===== src/rtl/core/tsk_pkg.sv =====
package tsk_pkg;

  localparam int TICKET_BITS = 16;
  localparam int CFG_W = 5;
  localparam int MAX_ENTRIES_DEFAULT = 16;
  localparam int QUEUE_DEPTH = 2;
  localparam logic [CFG_W-1:0] CAPACITY_RESET = 5'd10;
  localparam logic [TICKET_BITS-1:0] FIRST_TICKET = 16'd1;

  localparam logic [1:0] REQ_PUSH = 2'd0;
  localparam logic [1:0] REQ_REMOVE = 2'd1;
  localparam logic [1:0] REQ_LIST = 2'd2;

  localparam logic [1:0] ST_OK = 2'd0;
  localparam logic [1:0] ST_FULL = 2'd1;
  localparam logic [1:0] ST_EMPTY = 2'd2;
  localparam logic [1:0] ST_NOT_FOUND = 2'd3;

  typedef struct packed {
    logic [1:0] req_type;
    logic [TICKET_BITS-1:0] search_ticket;
  } req_t;

  typedef struct packed {
    logic [1:0] status;
    logic [TICKET_BITS-1:0] ticket;
    logic last;
  } res_t;

  typedef struct packed {
    logic [1:0] op;
    logic [TICKET_BITS-1:0] key;
  } cmd_t;

endpackage


===== src/rtl/core/tsk_front.sv =====
module tsk_front
  import tsk_pkg::*;
(
  input  logic clk,
  input  logic rst,
  input  logic start,
  output logic busy,
  input  req_t req,
  input  logic q_full,
  output logic q_push,
  output cmd_t q_data
);

  logic held;
  cmd_t cmd;
  logic accept;
  logic known;

  always_comb begin
    unique case (req.req_type)
      REQ_PUSH, REQ_REMOVE, REQ_LIST: known = 1'b1;
      default: known = 1'b0;
    endcase
  end

  assign busy = held && q_full;
  assign accept = start && !busy;
  assign q_push = held && !q_full;
  assign q_data = cmd;

  always_ff @(posedge clk) begin
    if (rst) begin
      held <= 1'b0;
    end else begin
      if (q_push) begin
        held <= 1'b0;
      end
      if (accept && known) begin
        held <= 1'b1;
      end
    end
  end

  always_ff @(posedge clk) begin
    if (accept && known) begin
      cmd.op <= req.req_type;
      cmd.key <= req.search_ticket;
    end
  end

endmodule


===== src/rtl/core/tsk_queue.sv =====
module tsk_queue
  import tsk_pkg::*;
#(
  parameter int DEPTH = QUEUE_DEPTH
) (
  input  logic clk,
  input  logic rst,
  input  logic push,
  input  cmd_t push_data,
  output logic full,
  input  logic pop,
  output cmd_t pop_data,
  output logic empty
);

  localparam int PTR_W = (DEPTH > 1) ? $clog2(DEPTH) : 1;
  localparam int CNT_W = $clog2(DEPTH + 1);

  cmd_t slots [DEPTH];
  logic [PTR_W-1:0] wptr;
  logic [PTR_W-1:0] rptr;
  logic [CNT_W-1:0] fill;
  logic do_push;
  logic do_pop;

  assign full = (fill == CNT_W'(DEPTH));
  assign empty = (fill == '0);
  assign do_push = push && !full;
  assign do_pop = pop && !empty;
  assign pop_data = slots[rptr];

  always_ff @(posedge clk) begin
    if (rst) begin
      wptr <= '0;
      rptr <= '0;
      fill <= '0;
    end else begin
      if (do_push) begin
        wptr <= (wptr == PTR_W'(DEPTH - 1)) ? '0 : wptr + 1'b1;
      end
      if (do_pop) begin
        rptr <= (rptr == PTR_W'(DEPTH - 1)) ? '0 : rptr + 1'b1;
      end
      if (do_push && !do_pop) begin
        fill <= fill + 1'b1;
      end else if (do_pop && !do_push) begin
        fill <= fill - 1'b1;
      end
    end
  end

  always_ff @(posedge clk) begin
    if (do_push) begin
      slots[wptr] <= push_data;
    end
  end

endmodule


===== src/rtl/core/tsk_back.sv =====
module tsk_back
  import tsk_pkg::*;
#(
  parameter int MAX_ENTRIES = MAX_ENTRIES_DEFAULT
) (
  input  logic             clk,
  input  logic             rst,
  input  logic             cfg_we,
  input  logic [CFG_W-1:0] cfg_wdata,
  input  logic             q_empty,
  input  cmd_t             q_data,
  output logic             q_pop,
  output logic             res_valid,
  output res_t             res
);

  localparam int IDX_W = $clog2(MAX_ENTRIES);
  localparam int CNT_W = $clog2(MAX_ENTRIES + 1);
  localparam int CMP_W = (CNT_W > CFG_W) ? CNT_W : CFG_W;

  typedef enum logic [6:0] {
    S_IDLE   = 7'b0000001,
    S_RM_RD  = 7'b0000010,
    S_RM_CMP = 7'b0000100,
    S_SH_RD  = 7'b0001000,
    S_SH_WR  = 7'b0010000,
    S_LS_RD  = 7'b0100000,
    S_LS_OUT = 7'b1000000
  } state_t;

  logic [TICKET_BITS-1:0] mem [MAX_ENTRIES];
  logic [TICKET_BITS-1:0] rd_data;
  logic [IDX_W-1:0] rd_addr;
  logic mem_we;
  logic [IDX_W-1:0] mem_waddr;
  logic [TICKET_BITS-1:0] mem_wdata;

  state_t state, state_next;
  logic [CNT_W-1:0] count, count_next;
  logic [TICKET_BITS-1:0] next_ticket, next_ticket_next;
  logic [IDX_W-1:0] idx, idx_next;
  logic [TICKET_BITS-1:0] key, key_next;
  logic [CFG_W-1:0] capacity;
  logic out_valid;
  res_t out_res;
  logic is_full;
  logic [CNT_W-1:0] idx_inc;

  assign is_full = (CMP_W'(count) >= CMP_W'(capacity)) ||
                   (CMP_W'(count) >= CMP_W'(MAX_ENTRIES));
  assign idx_inc = CNT_W'(idx) + 1'b1;

  always_comb begin
    state_next = state;
    count_next = count;
    next_ticket_next = next_ticket;
    idx_next = idx;
    key_next = key;
    q_pop = 1'b0;
    out_valid = 1'b0;
    out_res = '0;
    mem_we = 1'b0;
    mem_waddr = idx;
    mem_wdata = rd_data;
    rd_addr = idx;
    unique case (state)
      S_IDLE: begin
        if (!q_empty) begin
          q_pop = 1'b1;
          key_next = q_data.key;
          out_res.last = 1'b1;
          case (q_data.op)
            REQ_PUSH: begin
              out_valid = 1'b1;
              if (is_full) begin
                out_res.status = ST_FULL;
              end else begin
                mem_we = 1'b1;
                mem_waddr = IDX_W'(count);
                mem_wdata = next_ticket;
                count_next = count + 1'b1;
                next_ticket_next = next_ticket + 1'b1;
                out_res.status = ST_OK;
                out_res.ticket = next_ticket;
              end
            end
            REQ_REMOVE: begin
              if (count == '0) begin
                out_valid = 1'b1;
                out_res.status = ST_EMPTY;
              end else begin
                idx_next = IDX_W'(count - 1'b1);
                state_next = S_RM_RD;
              end
            end
            default: begin
              if (count == '0) begin
                out_valid = 1'b1;
                out_res.status = ST_EMPTY;
              end else begin
                idx_next = IDX_W'(count - 1'b1);
                state_next = S_LS_RD;
              end
            end
          endcase
        end
      end
      S_RM_RD: begin
        state_next = S_RM_CMP;
      end
      S_RM_CMP: begin
        if (rd_data == key) begin
          state_next = S_SH_RD;
        end else if (idx == '0) begin
          out_valid = 1'b1;
          out_res.status = ST_NOT_FOUND;
          out_res.last = 1'b1;
          state_next = S_IDLE;
        end else begin
          idx_next = idx - 1'b1;
          state_next = S_RM_RD;
        end
      end
      S_SH_RD: begin
        if (idx_inc < count) begin
          rd_addr = IDX_W'(idx_inc);
          state_next = S_SH_WR;
        end else begin
          count_next = count - 1'b1;
          out_valid = 1'b1;
          out_res.status = ST_OK;
          out_res.last = 1'b1;
          state_next = S_IDLE;
        end
      end
      S_SH_WR: begin
        mem_we = 1'b1;
        mem_waddr = idx;
        mem_wdata = rd_data;
        idx_next = idx + 1'b1;
        state_next = S_SH_RD;
      end
      S_LS_RD: begin
        state_next = S_LS_OUT;
      end
      S_LS_OUT: begin
        out_valid = 1'b1;
        out_res.status = ST_OK;
        out_res.ticket = rd_data;
        out_res.last = (idx == '0);
        if (idx == '0) begin
          state_next = S_IDLE;
        end else begin
          idx_next = idx - 1'b1;
          state_next = S_LS_RD;
        end
      end
      default: begin
        state_next = S_IDLE;
      end
    endcase
  end

  always_ff @(posedge clk) begin
    if (rst) begin
      state <= S_IDLE;
      count <= '0;
      next_ticket <= FIRST_TICKET;
      capacity <= CAPACITY_RESET;
      res_valid <= 1'b0;
    end else begin
      state <= state_next;
      count <= count_next;
      next_ticket <= next_ticket_next;
      res_valid <= out_valid;
      if (cfg_we) begin
        capacity <= cfg_wdata;
      end
    end
  end

  always_ff @(posedge clk) begin
    idx <= idx_next;
    key <= key_next;
    res <= out_res;
  end

  always_ff @(posedge clk) begin
    if (mem_we) begin
      mem[mem_waddr] <= mem_wdata;
    end
    rd_data <= mem[rd_addr];
  end

endmodule


===== src/rtl/core/ticket_stack_with_keyed_removal.sv =====
// push and empty results pass the front's held command, the command queue and the
// registered result; remove scans from the top, a read and a compare state per entry,
// then shifts the newer entries down, a read and a write state each; list emits the
// tickets newest first. a two-deep command queue lets start be taken while the back end
// works. results are strobed for one cycle and cannot be stalled.
// reset: store empty, next ticket 1, capacity 10; stored tickets undefined until written
module ticket_stack_with_keyed_removal
  import tsk_pkg::*;
#(
  parameter int MAX_ENTRIES = MAX_ENTRIES_DEFAULT
) (
  input  logic             clk,
  input  logic             rst,
  input  logic             start,
  output logic             busy,
  input  req_t             req,
  input  logic             cfg_we,
  input  logic [CFG_W-1:0] cfg_wdata,
  output logic             res_valid,
  output res_t             res
);

  logic q_push;
  cmd_t q_in;
  logic q_full;
  logic q_pop;
  cmd_t q_out;
  logic q_empty;

  tsk_front u_front (
    .clk    (clk),
    .rst    (rst),
    .start  (start),
    .busy   (busy),
    .req    (req),
    .q_full (q_full),
    .q_push (q_push),
    .q_data (q_in)
  );

  tsk_queue #(
    .DEPTH (QUEUE_DEPTH)
  ) u_queue (
    .clk       (clk),
    .rst       (rst),
    .push      (q_push),
    .push_data (q_in),
    .full      (q_full),
    .pop       (q_pop),
    .pop_data  (q_out),
    .empty     (q_empty)
  );

  tsk_back #(
    .MAX_ENTRIES (MAX_ENTRIES)
  ) u_back (
    .clk       (clk),
    .rst       (rst),
    .cfg_we    (cfg_we),
    .cfg_wdata (cfg_wdata),
    .q_empty   (q_empty),
    .q_data    (q_out),
    .q_pop     (q_pop),
    .res_valid (res_valid),
    .res       (res)
  );

endmodule


===== config.mk =====
export PLATFORM = sky130hd
export DESIGN_NAME = ticket_stack_with_keyed_removal
export DESIGN_NICKNAME = d
export VERILOG_FILES = /design/src/rtl/core/tsk_pkg.sv /design/src/rtl/core/tsk_front.sv /design/src/rtl/core/tsk_queue.sv /design/src/rtl/core/tsk_back.sv /design/src/rtl/core/ticket_stack_with_keyed_removal.sv
export SDC_FILE = /design/constraint.sdc
export NUM_CORES = 1
export LEC_CHECK = 0
export BUFFER_PORTS_ARGS = -buffer_cell sky130_fd_sc_hd__buf_2
export CORE_ASPECT_RATIO = 1.5
export CORE_MARGIN = 2
export CORE_UTILIZATION = 50
export DETAILED_ROUTE_END_ITERATION = 8
export MAX_ROUTING_LAYER = met4
export PLACE_DENSITY = 0.66
export SLEW_MARGIN = 20
export SYNTH_ARGS = -nofsm -noshare
export SYNTH_HDL_FRONTEND = slang
export SYNTH_HIERARCHICAL = 1
export SYNTH_SLANG_ARGS = --single-unit

===== constraint.sdc =====
create_clock -name clk -period 5.2 [get_ports clk]
set_input_delay 0 -clock clk [delete_from_list [all_inputs] [get_ports clk]]
set_output_delay 0 -clock clk [all_outputs]
set_load 0.03 [all_outputs]

==> results_dict.tcl <==
set metrics [dict create \
    overflow 0 \
    start_kind "flip-flop" \
    ys_ff_latch 405 \
    via_per_inst 6.24 \
    min_period_ps 4480 \
    cpPeakStageDelay_ps 780 \
    clk_latency_ps 560 \
    ir_drop_mv 0.276 \
    r2r_cells 12 \
    die_area_sq_um 37700 \
    layout_commonest_cell "edfxtp_1" \
    rsz0062_at_grt "no" \
    p_per_area_nw_per_um2 488 \
    hp-class "input pin to flip-flop" \
    cpMaxStageDelayCell "nand4_4" \
    routed_wl_microns 45500 \
    drc 0 \
    hold_violations 0 \
    synth_area_per_cell_sq_um 13.5 \
    whs_ps 159 \
    timing.fmax_ghz 0.223 \
    place_area_sq_um 18800 \
    post_cts_resized 0 \
    grt_pass1_vias 11952 \
    post_cts_buffers 0 \
    core_sq_um 35700 \
    clk_pin_slew_ps 60 \
    routed-via-count 12000 \
    io_pins 48 \
    end_kind "flip-flop" \
    rows 85 \
    htree_levels 2 \
    cts_buffer_depth 3 \
    syn_nets 1388 \
    final_cell_mix "edfxtp_1, nand2_1, dfxtp_1" \
    netlist_area_sq_um 18100 \
    postLayoutCoreUtil_pct 57.3 \
    nets 1460 \
    grt_max_degree 89 \
    syn2layout_area_growth_pct 13.2 \
    yosys_warnings 6 \
    dr.pass1.iters 5 \
    required_ps 5620 \
    die_h_microns 237 \
    grt_pass1_wl_microns 69200 \
    setup_viol 0 \
    finalNonFillerCells 1923 \
    synth_edf_count 330 \
    layout-drive-gt1-share_pct 16.3 \
    p_leak_nw 7.13 \
    wl_per_cell_microns 23.6 \
    status "complete, no violations" \
    ys.flop_type "edfxtp_1" \
    timing.slew.headroom_pct 31.8 \
    async_reset_ff_share_pct 0 \
    dp.cells 1818 \
    place_ws_ps 719 \
    crit_type "flip-flop to flip-flop" \
    dr.first_iter.drc_count 1060 \
    path_cells "buf_4, ha_1, xor2_1, ha_1, o211a_1, o31ai_4, nand4_4, buf_4, o221ai_1, o21a_1, a211oi_1, or4_1" \
    fin_ws_ps 720 \
    fin_crit_sh_pct 86.2 \
    cts_hold_buffers 35 \
    final_area_sq_um 20500 \
    finalPower_mw 9.98 \
    clkSinkCount 405 \
    antenna_found_initial 0 \
    tightest_slew_ps 1020 \
    clockRootBuffer "clkbuf_16" \
    holdPathStages 2 \
    portBuffers 47 \
    grt_usage_pct 24.8 \
    cts_buffers 38 \
    cts_tree "yes" \
    place.gp.congestion 0.852 \
    ant_nets 0 \
    slew_viol_final 0 \
    yosysUniqueCellTypes 75 \
    die_w_microns 159 \
    setup_tns_ps 0 \
    arrival_ps 4900 \
    start_util_pct 50.6 \
    maxCapViolCount 0 \
    num_antenna_cells 0 \
    fin_skew_ps 22.9 \
    syn_inst 1343 \
    dp_hpwl_microns 28400 \
    worst-path-max-fanout 58 \
    yosysSeqAreaShare_pct 63.1 \
]
[where the power goes]
group | switching [mW] | internal (mW) | leakage (nW)
Sequential | 0.258 | 4.18 | 3.61
Combinational | 1.71 | 0.936 | 2.88
Clock | 1.20 | 1.69 | 0.640
Total | 3.17 | 6.81 | 7.13
[area by class of cell]
cell class              instances  area [sq um]
fillers                      2852         15300
flip-flops and latches        405         11400
multi-input cells             829          6180
clock buffers                  47          1050
repair buffers                120           887
well taps                     478           598
clock inverters                23           260
inverters                      21          78.8
[worst max-delay path: cells and delay by family (launching register included)]
family	cells	cell delay (ps)
and+or+nand+nor	2	1260
DFF	1	350
buffers and inverters	2	780
xor gates and xnor gates	1	510
AOI/OAI and AO/OA	5	770
adders and majority gates	2	640
[logic make-up (layout without fill, tap and decap cells)]
kind of cell	count (synthesis)	in the layout	synth area share [%]
buffers and inverters	109	211	2.91
and+or+nand+nor	311	311	8.85
muxes	120	120	8.20
adders and majority gates	18	18	1.29
xor gates and xnor gates	42	42	2.08
DFF	405	405	63.1
AOI/OAI and AO/OA	338	338	13.5
[path summary, 6_finish.rpt]
kind / from / end / slack [ps]
setup reg to reg: u_back/idx[1]$_DFFE_PP_ / u_back/rd_data[12]$_DFF_P_ / 720
hold / removal: req[15] / u_front/q_data[15]$_DFFE_PP_ / 160
hold reg to reg: u_front/q_data[10]$_DFFE_PP_ / u_queue/slots[1][10]$_DFFE_PP_ / 450
setup / recovery: u_back/idx[1]$_DFFE_PP_ / u_back/rd_data[12]$_DFF_P_ / 720
[routing by layer]
metal | GRT usage, % | routed length, microns | up-vias
met5 | - | 0 | -
met2 | 44.1 | 23900 | 442
li1 | - | - | 5429
met1 | 27.9 | 17000 | 6006
met4 | 11.0 | 1910 | 0
met3 | 3.43 | 2710 | 123
[Yosys cell counts (all sizes together) (3+ instances only)]
master  count  area share [%]
a221o       4            0.22
o211ai      9            0.37
a211oi     23            0.96
nand3      23            0.66
a22o       13            0.63
xnor2      29             1.4
or4         6            0.25
clkbuf     35            0.73
mux2i      66             3.7
o31ai       3            0.35
nand3b      5            0.21
buf        53             1.7
and3       22            0.77
nor3b       4            0.17
o21ai      44             1.2
o221ai     73             3.6
o22ai      57             2.0
a22oi      17            0.71
a21oi      41             1.2
mux2       35             2.2
edfxtp    330              55
inv        21            0.44
a211o       3            0.15
nor2       72             1.5
and2       10            0.35
nand4      19            0.82
xor2       13            0.63
a21o        4            0.17
or3         8            0.28
ha         17             1.2
nand2     103             2.2
nor4        4            0.26
dfxtp      75             8.3
mux4       19             2.4
nor2b       6            0.22
nor3       20            0.64
o21a       18            0.75
a31oi      13            0.45
and3b       6            0.29
[state kept, by name (all words and copies together) (netlist names), named ones only]
name / flops
u_front/held: 1
u_back/idx: 4
u_queue/wptr: 1
u_back/key: 16
u_back/state: 7
u_back/count: 5
u_queue/fill: 2
u_back/capacity: 5
u_back/rd_data: 16
u_back/res: 19
u_back/res_valid: 1
u_back/next_ticket: 16
u_queue/slots: 36
u_front/q_data: 18
u_queue/rptr: 1
u_back/mem: 256
No activity file was read; power rests on OpenSTA's default activity.
